## config.mk

```make
export PLATFORM = sky130hd
export DESIGN_NAME = bbc_scanner_flat
export DESIGN_NICKNAME = d
export VERILOG_FILES = /design/src/rtl/bbc_pkg.sv /design/src/rtl/bbc_ifs.sv /design/src/rtl/bbc_scanner.sv /design/src/flat_wrapper.sv
export SDC_FILE = /design/constraint.sdc
export NUM_CORES = 1
export LEC_CHECK = 0
export BUFFER_PORTS_ARGS = -buffer_cell sky130_fd_sc_hd__buf_2
export CAP_MARGIN = 10
export CORE_ASPECT_RATIO = 0.7
export CORE_MARGIN = 3
export CORE_UTILIZATION = 32
export CTS_CLUSTER_DIAMETER = 120
export DETAILED_ROUTE_END_ITERATION = 8
export GPL_ROUTABILITY_DRIVEN = 0
export GPL_TIMING_DRIVEN = 0
export PLACE_DENSITY = 0.56
export SYNTH_ARGS = -nofsm -noshare
export SYNTH_HDL_FRONTEND = slang
export SYNTH_SLANG_ARGS = --single-unit
```

## constraint.sdc

```tcl
create_clock -name clk -period 4.5 [get_ports clk]
set_input_delay 0.45 -clock clk [delete_from_list [all_inputs] [get_ports clk]]
set_output_delay 0.45 -clock clk [all_outputs]
set_load 0.01 [all_outputs]
```

## src/rtl/bbc_pkg.sv

```systemverilog
// Shared constants, types and helpers for the bracket balance checker.
// No dependencies; every other file refers to this package by scoped names.
package bbc_pkg;

	localparam int STACK_DEPTH = 1024;
	localparam int LINE_BITS   = 24;
	localparam int COUNT_BITS  = 16;

	localparam int DEPTH_W = $clog2(STACK_DEPTH + 1);
	localparam int ADDR_W  = (STACK_DEPTH > 1) ? $clog2(STACK_DEPTH) : 1;

	localparam int MAX_RESULTS = 3;
	localparam int FIFO_DEPTH  = 4;
	localparam int PTR_W       = $clog2(FIFO_DEPTH);
	localparam int FCNT_W      = $clog2(FIFO_DEPTH + 1);
	localparam int RCNT_W      = $clog2(MAX_RESULTS + 1);

	localparam logic [LINE_BITS-1:0]  LINE_MAX  = '1;
	localparam logic [COUNT_BITS-1:0] COUNT_MAX = '1;

	localparam logic [7:0] CH_LBRACE    = 8'h7B;
	localparam logic [7:0] CH_LBRACKET  = 8'h5B;
	localparam logic [7:0] CH_LPAREN    = 8'h28;
	localparam logic [7:0] CH_RBRACE    = 8'h7D;
	localparam logic [7:0] CH_RBRACKET  = 8'h5D;
	localparam logic [7:0] CH_RPAREN    = 8'h29;
	localparam logic [7:0] CH_SQUOTE    = 8'h27;
	localparam logic [7:0] CH_DQUOTE    = 8'h22;
	localparam logic [7:0] CH_BACKSLASH = 8'h5C;
	localparam logic [7:0] CH_STAR      = 8'h2A;
	localparam logic [7:0] CH_SLASH     = 8'h2F;
	localparam logic [7:0] CH_NEWLINE   = 8'h0A;

	localparam logic [1:0] OPEN_PAREN   = 2'd0;
	localparam logic [1:0] OPEN_BRACKET = 2'd1;
	localparam logic [1:0] OPEN_BRACE   = 2'd2;

	localparam logic [2:0] ERR_UNMATCHED    = 3'd0;
	localparam logic [2:0] ERR_MISMATCH     = 3'd1;
	localparam logic [2:0] ERR_OVERFLOW     = 3'd2;
	localparam logic [2:0] ERR_OPEN_COMMENT = 3'd3;
	localparam logic [2:0] ERR_END_ESCAPE   = 3'd4;
	localparam logic [2:0] ERR_OPEN_QUOTE   = 3'd5;
	localparam logic [2:0] ERR_LEFTOVER     = 3'd6;
	localparam logic [2:0] ERR_NONE         = 3'd0;

	localparam logic REC_ERROR   = 1'b0;
	localparam logic REC_SUMMARY = 1'b1;

	typedef struct packed {
		logic                  record_kind;
		logic [2:0]            error_code;
		logic [LINE_BITS-1:0]  line_number;
		logic [7:0]            opening_seen;
		logic [7:0]            closing_seen;
		logic [COUNT_BITS-1:0] error_total;
		logic                  check_passed;
		logic                  last_of_run;
	} result_t;

	typedef struct packed {
		logic [RCNT_W-1:0]             cnt;
		result_t [MAX_RESULTS-1:0]     rec;
	} res_bundle_t;

	typedef struct packed {
		logic       push;
		logic       pop;
		logic       clear;
		logic [1:0] code;
	} stack_op_t;

	function automatic logic [7:0] opener_char(input logic [1:0] code);
		logic [7:0] ch;
		case (code)
			OPEN_PAREN:   ch = CH_LPAREN;
			OPEN_BRACKET: ch = CH_LBRACKET;
			OPEN_BRACE:   ch = CH_LBRACE;
			default:      ch = 8'h00;
		endcase
		return ch;
	endfunction

	function automatic logic [COUNT_BITS-1:0] sat_inc_err(input logic [COUNT_BITS-1:0] v);
		return (v == COUNT_MAX) ? v : v + COUNT_BITS'(1);
	endfunction

	function automatic result_t make_rec(
		input logic                  kind,
		input logic [2:0]            code,
		input logic [LINE_BITS-1:0]  line,
		input logic [7:0]            op_ch,
		input logic [7:0]            cl_ch,
		input logic [COUNT_BITS-1:0] total,
		input logic                  passed
	);
		result_t r;
		r.record_kind  = kind;
		r.error_code   = code;
		r.line_number  = line;
		r.opening_seen = op_ch;
		r.closing_seen = cl_ch;
		r.error_total  = total;
		r.check_passed = passed;
		r.last_of_run  = 1'b0;
		return r;
	endfunction

endpackage

```

## src/rtl/bbc_ifs.sv

```systemverilog
// Valid/ready channel interfaces for text input and result output.
// Depends on bbc_pkg for field widths.
interface bbc_in_if;
	logic       valid;
	logic       ready;
	logic [7:0] text_byte;
	logic       end_of_text;

	modport source (output valid, output text_byte, output end_of_text, input ready);
	modport sink (input valid, input text_byte, input end_of_text, output ready);
endinterface


```

## src/rtl/bbc_scanner.sv

```systemverilog
// Scan state machine: comment/quote modes, line and error counters,
// stack control and result generation. Depends on bbc_pkg and bbc_ifs.
module bbc_scanner (
	input  logic                         clk,
	input  logic                         arst_n,
	bbc_in_if.sink                       in_ch,
	input  logic                         space_ok,
	input  logic [bbc_pkg::DEPTH_W-1:0]  depth,
	input  logic [1:0]                   top,
	output bbc_pkg::stack_op_t           op,
	output bbc_pkg::res_bundle_t         bun
);

	typedef enum logic [2:0] {
		M_CODE,
		M_SLASH,
		M_BLOCK,
		M_BLOCK_STAR,
		M_LINE,
		M_QUOTE,
		M_ESCAPE
	} mode_t;

	mode_t                          mode_q;
	mode_t                          mode_d;
	logic                           dbl_q;
	logic                           dbl_d;
	logic [bbc_pkg::LINE_BITS-1:0]  line_q;
	logic [bbc_pkg::LINE_BITS-1:0]  line_d;
	logic [bbc_pkg::COUNT_BITS-1:0] err_q;
	logic [bbc_pkg::COUNT_BITS-1:0] err_d;
	logic                           accept;

	assign in_ch.ready = space_ok;
	assign accept      = in_ch.valid && in_ch.ready;

	always_comb begin
		logic [7:0]                     c;
		logic [7:0]                     qc;
		logic                           do_code;
		logic                           rep;
		logic [2:0]                     rcode;
		logic [7:0]                     ro;
		logic [7:0]                     rc;
		logic [1:0]                     want;
		logic                           is_close;
		logic [bbc_pkg::RCNT_W-1:0]     n;
		logic [bbc_pkg::COUNT_BITS-1:0] e;

		c        = in_ch.text_byte;
		qc       = dbl_q ? bbc_pkg::CH_DQUOTE : bbc_pkg::CH_SQUOTE;
		do_code  = 1'b0;
		rep      = 1'b0;
		rcode    = bbc_pkg::ERR_NONE;
		ro       = 8'h00;
		rc       = 8'h00;
		want     = bbc_pkg::OPEN_PAREN;
		is_close = 1'b0;
		n        = '0;
		e        = err_q;
		mode_d   = mode_q;
		dbl_d    = dbl_q;
		line_d   = line_q;
		err_d    = err_q;
		op       = '0;
		bun      = '0;

		if (accept && in_ch.end_of_text) begin
			if (mode_q == M_BLOCK || mode_q == M_BLOCK_STAR) begin
				e = bbc_pkg::sat_inc_err(e);
				bun.rec[n] = bbc_pkg::make_rec(bbc_pkg::REC_ERROR, bbc_pkg::ERR_OPEN_COMMENT,
					line_q, 8'h00, 8'h00, e, 1'b0);
				n = n + bbc_pkg::RCNT_W'(1);
			end else if (mode_q == M_ESCAPE) begin
				e = bbc_pkg::sat_inc_err(e);
				bun.rec[n] = bbc_pkg::make_rec(bbc_pkg::REC_ERROR, bbc_pkg::ERR_END_ESCAPE,
					line_q, qc, 8'h00, e, 1'b0);
				n = n + bbc_pkg::RCNT_W'(1);
			end else if (mode_q == M_QUOTE) begin
				e = bbc_pkg::sat_inc_err(e);
				bun.rec[n] = bbc_pkg::make_rec(bbc_pkg::REC_ERROR, bbc_pkg::ERR_OPEN_QUOTE,
					line_q, qc, 8'h00, e, 1'b0);
				n = n + bbc_pkg::RCNT_W'(1);
			end
			if (depth != '0) begin
				e = bbc_pkg::sat_inc_err(e);
				bun.rec[n] = bbc_pkg::make_rec(bbc_pkg::REC_ERROR, bbc_pkg::ERR_LEFTOVER,
					line_q, bbc_pkg::opener_char(top), 8'h00, e, 1'b0);
				n = n + bbc_pkg::RCNT_W'(1);
			end
			bun.rec[n] = bbc_pkg::make_rec(bbc_pkg::REC_SUMMARY, bbc_pkg::ERR_NONE,
				line_q, 8'h00, 8'h00, e, e == '0);
			bun.rec[n].last_of_run = 1'b1;
			bun.cnt  = n + bbc_pkg::RCNT_W'(1);
			op.clear = 1'b1;
			mode_d   = M_CODE;
			dbl_d    = 1'b0;
			line_d   = bbc_pkg::LINE_BITS'(1);
			err_d    = '0;
		end else if (accept) begin
			if (c == bbc_pkg::CH_NEWLINE && line_q != bbc_pkg::LINE_MAX) begin
				line_d = line_q + bbc_pkg::LINE_BITS'(1);
			end
			case (mode_q)
				M_SLASH: begin
					if (c == bbc_pkg::CH_STAR) begin
						mode_d = M_BLOCK;
					end else if (c == bbc_pkg::CH_SLASH) begin
						mode_d = M_LINE;
					end else begin
						do_code = 1'b1;
					end
				end
				M_BLOCK: begin
					if (c == bbc_pkg::CH_STAR) begin
						mode_d = M_BLOCK_STAR;
					end
				end
				M_BLOCK_STAR: begin
					if (c == bbc_pkg::CH_SLASH) begin
						mode_d = M_CODE;
					end else if (c != bbc_pkg::CH_STAR) begin
						mode_d = M_BLOCK;
					end
				end
				M_LINE: begin
					if (c == bbc_pkg::CH_NEWLINE) begin
						mode_d = M_CODE;
					end
				end
				M_QUOTE: begin
					if (c == qc) begin
						mode_d = M_CODE;
					end else if (c == bbc_pkg::CH_BACKSLASH) begin
						mode_d = M_ESCAPE;
					end
				end
				M_ESCAPE: begin
					mode_d = M_QUOTE;
				end
				default: begin
					do_code = 1'b1;
				end
			endcase

			if (do_code) begin
				mode_d = M_CODE;
				case (c)
					bbc_pkg::CH_SLASH: mode_d = M_SLASH;
					bbc_pkg::CH_SQUOTE: begin
						mode_d = M_QUOTE;
						dbl_d  = 1'b0;
					end
					bbc_pkg::CH_DQUOTE: begin
						mode_d = M_QUOTE;
						dbl_d  = 1'b1;
					end
					bbc_pkg::CH_LPAREN, bbc_pkg::CH_LBRACKET, bbc_pkg::CH_LBRACE: begin
						if (depth < bbc_pkg::DEPTH_W'(bbc_pkg::STACK_DEPTH)) begin
							op.push = 1'b1;
							op.code = (c == bbc_pkg::CH_LPAREN) ? bbc_pkg::OPEN_PAREN :
								(c == bbc_pkg::CH_LBRACKET) ? bbc_pkg::OPEN_BRACKET :
								bbc_pkg::OPEN_BRACE;
						end else begin
							rep   = 1'b1;
							rcode = bbc_pkg::ERR_OVERFLOW;
							ro    = c;
						end
					end
					bbc_pkg::CH_RPAREN: begin
						is_close = 1'b1;
						want     = bbc_pkg::OPEN_PAREN;
					end
					bbc_pkg::CH_RBRACKET: begin
						is_close = 1'b1;
						want     = bbc_pkg::OPEN_BRACKET;
					end
					bbc_pkg::CH_RBRACE: begin
						is_close = 1'b1;
						want     = bbc_pkg::OPEN_BRACE;
					end
					default: begin
					end
				endcase
			end

			if (is_close) begin
				rc = c;
				if (depth == '0) begin
					rep   = 1'b1;
					rcode = bbc_pkg::ERR_UNMATCHED;
				end else begin
					op.pop = 1'b1;
					if (top != want) begin
						rep   = 1'b1;
						rcode = bbc_pkg::ERR_MISMATCH;
						ro    = bbc_pkg::opener_char(top);
					end
				end
			end

			if (rep) begin
				err_d = bbc_pkg::sat_inc_err(err_q);
				bun.rec[0] = bbc_pkg::make_rec(bbc_pkg::REC_ERROR, rcode, line_d, ro, rc,
					err_d, 1'b0);
				bun.rec[0].last_of_run = 1'b1;
				bun.cnt = bbc_pkg::RCNT_W'(1);
			end
		end
	end

	always_ff @(posedge clk or negedge arst_n) begin
		if (!arst_n) begin
			mode_q <= M_CODE;
			dbl_q  <= 1'b0;
			line_q <= bbc_pkg::LINE_BITS'(1);
			err_q  <= '0;
		end else begin
			mode_q <= mode_d;
			dbl_q  <= dbl_d;
			line_q <= line_d;
			err_q  <= err_d;
		end
	end

	a_line_nonzero: assert property (@(posedge clk) disable iff (!arst_n)
		line_q != '0) else $error("line counter reached zero");
	a_results_need_space: assert property (@(posedge clk) disable iff (!arst_n)
		bun.cnt != '0 |-> space_ok) else $error("results without queue space");
	a_end_resets: assert property (@(posedge clk) disable iff (!arst_n)
		accept && in_ch.end_of_text |=> mode_q == M_CODE && err_q == '0)
		else $error("state not reset after end of text");

endmodule

```

## src/flat_wrapper.sv

```systemverilog
// flat-port wrapper written by rule: the top's interface ports become plain ports
module bbc_scanner_flat 
  (clk, arst_n, space_ok, depth, top, op, bun, in_ch_valid, in_ch_text_byte, in_ch_end_of_text, in_ch_ready);
  bbc_in_if in_ch_i ();
  input  logic clk;
  input  logic arst_n;
  input  logic space_ok;
  input  logic [bbc_pkg::DEPTH_W-1:0] depth;
  input  logic [1:0] top;
  output bbc_pkg::stack_op_t op;
  output bbc_pkg::res_bundle_t bun;
  input wire logic [$bits(in_ch_i.valid)-1:0] in_ch_valid;
  input wire logic [$bits(in_ch_i.text_byte)-1:0] in_ch_text_byte;
  input wire logic [$bits(in_ch_i.end_of_text)-1:0] in_ch_end_of_text;
  output wire logic [$bits(in_ch_i.ready)-1:0] in_ch_ready;
  assign in_ch_i.valid = in_ch_valid;
  assign in_ch_i.text_byte = in_ch_text_byte;
  assign in_ch_i.end_of_text = in_ch_end_of_text;
  assign in_ch_ready = in_ch_i.ready;
  bbc_scanner u_core (.clk(clk), .arst_n(arst_n), .in_ch(in_ch_i), .space_ok(space_ok), .depth(depth), .top(top), .op(op), .bun(bun));
endmodule
```

[After elaboration in Yosys (flattened, before gate mapping)]
Cells that the tools add are included.
Storage, ports and cells
  bits in registers: 44
  input bits: 26
  output and inout port bits: 194
  logic and storage cells: 179
Cells by class
  add/subtract/negate cells: 5
  $lt $le $gt $ge: 5
  equality and inequality tests: 31
  multiplexer cells: 112
  reductions and logical operators: 22
Operators with widths (number)
  $bwmux W186: 3
  $mux W62: 7
  $demux W62 S2: 3
  $mux W186: 2
  $mux W16: 11
  $mux W124: 1
  $mux W61: 2
  $mux W24: 3
  $mux W8: 9
  $mux W3: 17
  $eq A8 B6 Y1 const B: 6
  $eq A8 B7 Y1 const B: 5
  $mux W2: 20
  $add A16 B1 Y16 const B: 2
  $eq A16 B16 Y1 const B: 2
  $mux W1: 28
  $add A24 B1 Y24 const B: 1
  $ne A24 B24 Y1 const B: 1
  $pmux W7 S3: 1
  $pmux W3 S6: 1
  $logic_not A16 Y1: 1
  $logic_not A11 Y1: 1
  $lt A11 B11 Y1 const B: 1
  $reduce_bool A11 Y1: 1
  other kinds (31): 46

[Logic depth before layout (Yosys ltp)]
  word-level depth: 18
  gate-level depth with buffers: 19
  mapped depth without buffers: 15

[Worst setup path before layout]
OpenSTA, ideal clock, no wires.
  path kind: register to output
  from: register u_core.err_q[0] in the netlist's numbering
  to: output bun[125] in the netlist's numbering
  arrival: 3.884 ns
  data required time: 4.050 ns
  slack: 0.166 ns
  cell stages (with the launch flop): 20
  buffers on the path: 4
  cells stage by stage: dfrtp_1 ha_1 nand4_2 buf_6 nor4_4 buf_4 nor2_2 mux2i_1 inv_1 ha_1 clkbuf_1 and2_1 a32o_1 o22ai_2 nor2_4 buf_2 a211oi_1 o2111ai_1 nor4_2 and4_1
RTL lines
  start: declaration: RTL line bbc_scanner.sv:30  | logic [bbc_pkg::COUNT_BITS-1:0] err_q;
  start signal: assignment: RTL line bbc_scanner.sv:222  | err_q <= err_d;
  end: declaration: RTL line flat_wrapper.sv:11  | output bbc_pkg::res_bundle_t bun;

==> key figures <==
Placed design
  – DP Area: 8020 sq um
  – Number of port buffers: 184
  – Post-Place Setup Slack: -1.46 ns
  – Placed Instances: 1437
  – Dpl hpwl: 24700 um

Floorplan
  – Rows: 43
  – Die Y: 127 um
  – Die width: 178 um
  – Die area: 22600 sq um
  – IO Count: 220
  – Core Area: 20100 sq um
  – Initial Utilization: 33.1%

Timing
  – Worst slew pin tran: 1.04 ns
  – Setup Skew: 0.00567 ns
  – Period utilization: 109%
  – FMAX: 203 MHz
  – Slew margin rel.: 29.9%
  – Final setup viols: 39
  – Final Worst Setup Slack: -0.426 ns
  – Hold Fails Final Rpt: 0
  – TNS Setup: -6.80 ns
  – RSZ-0062 raised after global routing: true
  – Slew Viols, Final: 0
  – Crit path time final: 4.93 ns

Power
  – Static Leak: 4.41 nW
  – Final Power: 0.989 mW
  – Power per cell area: 109 nW/um^2
  – IR drop worst, VDD: 0.128 mV

GRT
  – Largest net degree at the start of global routing: 45
  – Total gr overflow: 0
  – Vias in the first global route: 7544
  – Initial antenna violation count: 0
  – First-pass GRT wire length: 47100 um
  – GRT Util Overall: 27.1%

Route
  – WL met2: 12400 um
  – DR iter-0 viols: 1412
  – Vias per Instance: 5.99
  – M1 WL: 14500 um
  – Highest Signal Layer: met5
  – Total Wirelength: 33200 um
  – Antenna Nets Post-Route: 0
  – DR vias: 8943
  – Routed met3 length: 5390 um
  – Drt first pass iters: 8
  – Residual DRC: 0
  – WL/cell: 22.2 um

Setup path
  – Kind of critical path: reg2out
  – CP Launch Type: flip-flop
  – Critical path arrival: 4.48 ns
  – Worst EP required: 4.05 ns
  – Slowest Stage Delay on Critical Path: 0.62 ns
  – CP max stage cell: nand4_1
  – CP Cell Sequence: clkbuf_1, nand2_1, o22ai_1, a31oi_1, a41oi_1, nand4_1, o211a_1, xnor2_2, nor4_4, buf_4, and4_1, buf_2
  – Critical path peak fanout: 9
  – Crit. End Element: primary output

Layout
  – Register Area: 1100 sq um
  – Final instance area: 9100 sq um
  – Share of cells above drive strength 1: 33.4%
  – Final std cells w/o fill: 1493
  – Nets@finish: 1256
  – Syn-to-layout area delta: 36.9%
  – ANT cells: 0
  – Filler cells: 2076
  – Multi-input logic area: 5430 sq um

Logic synthesis
  – Most frequent cell after synthesis: nand2_1
  – Cell count after synthesis: 951
  – Avg Synthesized Cell Area: 6.99 sq um
  – #FFs+latches synth: 44
  – Yosys top cell area share: 16.2%
  – Post-synth top cells: nand2_1 (89), nor2_1 (87), o21ai_0 (82)
  – Synthesized area: 6640 sq um
  – Netlist cell types: 98
  – Synth warn: 0
  – Synth area leader: dfrtp_1
  – Synth area leaders: dfrtp_1 (16%), and2_1 (6.4%), o21ai_0 (6.2%)
  – Post-synth EDFFs: 0
  – Top_reg_cell synth: dfrtp_1
  – Share of the yosys chip area belonging to registers: 16.6%
  – Ys async rst share: 100%

Clocking
  – H-tree depth: 2
  – Reg clk slew, reported paths: 0.07 ns
  – Clk root buf: clkbuf_16
  – Cts bufs inserted: 5
  – Clock sinks: 44
  – Hold buffer count at cts: 0
  – Clock Latency Late Sink: 0.30 ns
  – CTS tree: done
  – CTS Buffer Depth: 2

Run status
  – Failing checks: setup timing
  – Status: finished with violations

Worst hold path
  – Hold Path Class: in2async

Job
  – Max-Cap Viols: 0
per-layer routing:
layer | vias up | track usage [%]
met3 | 76 | 10.7
met5 | - | 2.19
li1 | 3965 | -
met2 | 676 | 34.8
met1 | 4224 | 41.7
met4 | 2 | 5.54
cells by family after synthesis:
group	after synthesis	share of synthesized area, %
muxes	16	2.50
and+or+nand+nor	418	34.1
AOI/OAI and AO/OA	305	31.0
other	1	0.0564
buffers and inverters	133	10.7
DFF	44	16.6
adders and majority gates	8	1.51
xor gates and xnor gates	26	3.54
flip-flops by register name, summed over array words and instances, names as in the netlist:
register / count
u_core.line_q: 24
u_core.err_q: 16
u_core.mode_q: 3
u_core.dbl_q: 1
timing repair:
item,4_1_cts,5_1_grt
pin swaps,18,37
gates cloned,0,1
endpoints found under the setup margin,85,74
gates resized for setup,50,60
buffers inserted,25,23
layout by cell type (no fill, tap or decap), types with 9 or more instances in the layout:
cell and instances:
a31oi_1 18, nand2_1 88, conb_1 33, buf_2 195, buf_4 90, inv_1 24, o22ai_1 10, and2_1 66
o31ai_1 14, and4_1 10, nand3_1 30, a21o_1 10, o211ai_1 10, clkbuf_1 33, o21ai_0 79, xnor2_1 16
and3_1 39, nand4_1 9, mux2i_1 9, nor3_1 14, a21oi_1 52, nor2_1 85, dfrtp_1 42
metrics by stage:
step,hold WS [ns],utilization (%)
2_1_floorplan,0.154,-
3_3_place_gp,0.526,40.0
3_5_place_dp,0.530,40.0
4_1_cts,0.415,42.8
5_1_grt,0.0163,45.3
6_report,0.00968,45.3
cell type report:
type,instances,area share [%]
buffer,105,7.19
clock buffer,6,1.53
tap,270,3.71
timing repair buffer,232,14.5
sequential,44,12.1
inverter,27,1.16
multi-input combinational,807,59.7
clock inverter,2,0.110
path summary, 6_finish.rpt:
kind | from | slack (ns) | to | cells past startpoint
worst max register to register | u_core.line_q[7] | 0.95 | u_core.line_q[20] | 9
worst min register to register | u_core.line_q[16] | 0.55 | u_core.line_q[16] | 1
max in group asynchronous | arst_n | 3.92 | u_core.line_q[0] | 2
worst min-delay path | arst_n | 0.01 | u_core.err_q[0] | 1
worst max-delay path | u_core.err_q[1] | -0.43 | bun[125] | 12
min in group clk | u_core.line_q[16] | 0.55 | u_core.line_q[16] | 1
worst max-delay path, delay by kind of cell (launching register included):
kind / cells / cell delay (ns)
and+or+nand+nor: 4 / 1.44
AOI/OAI and AO/OA: 4 / 1.40
buffers and inverters: 3 / 0.75
DFF: 1 / 0.39
xor gates and xnor gates: 1 / 0.20
where the power goes:
part           internal [mW]  leakage, nW  switching (mW)  total, mW
registers              0.397        0.606         0.00417      0.401
clock network          0.220       0.0766           0.185      0.405
logic                 0.0622         3.73           0.120      0.182
Power figures use the tool's default switching activity.
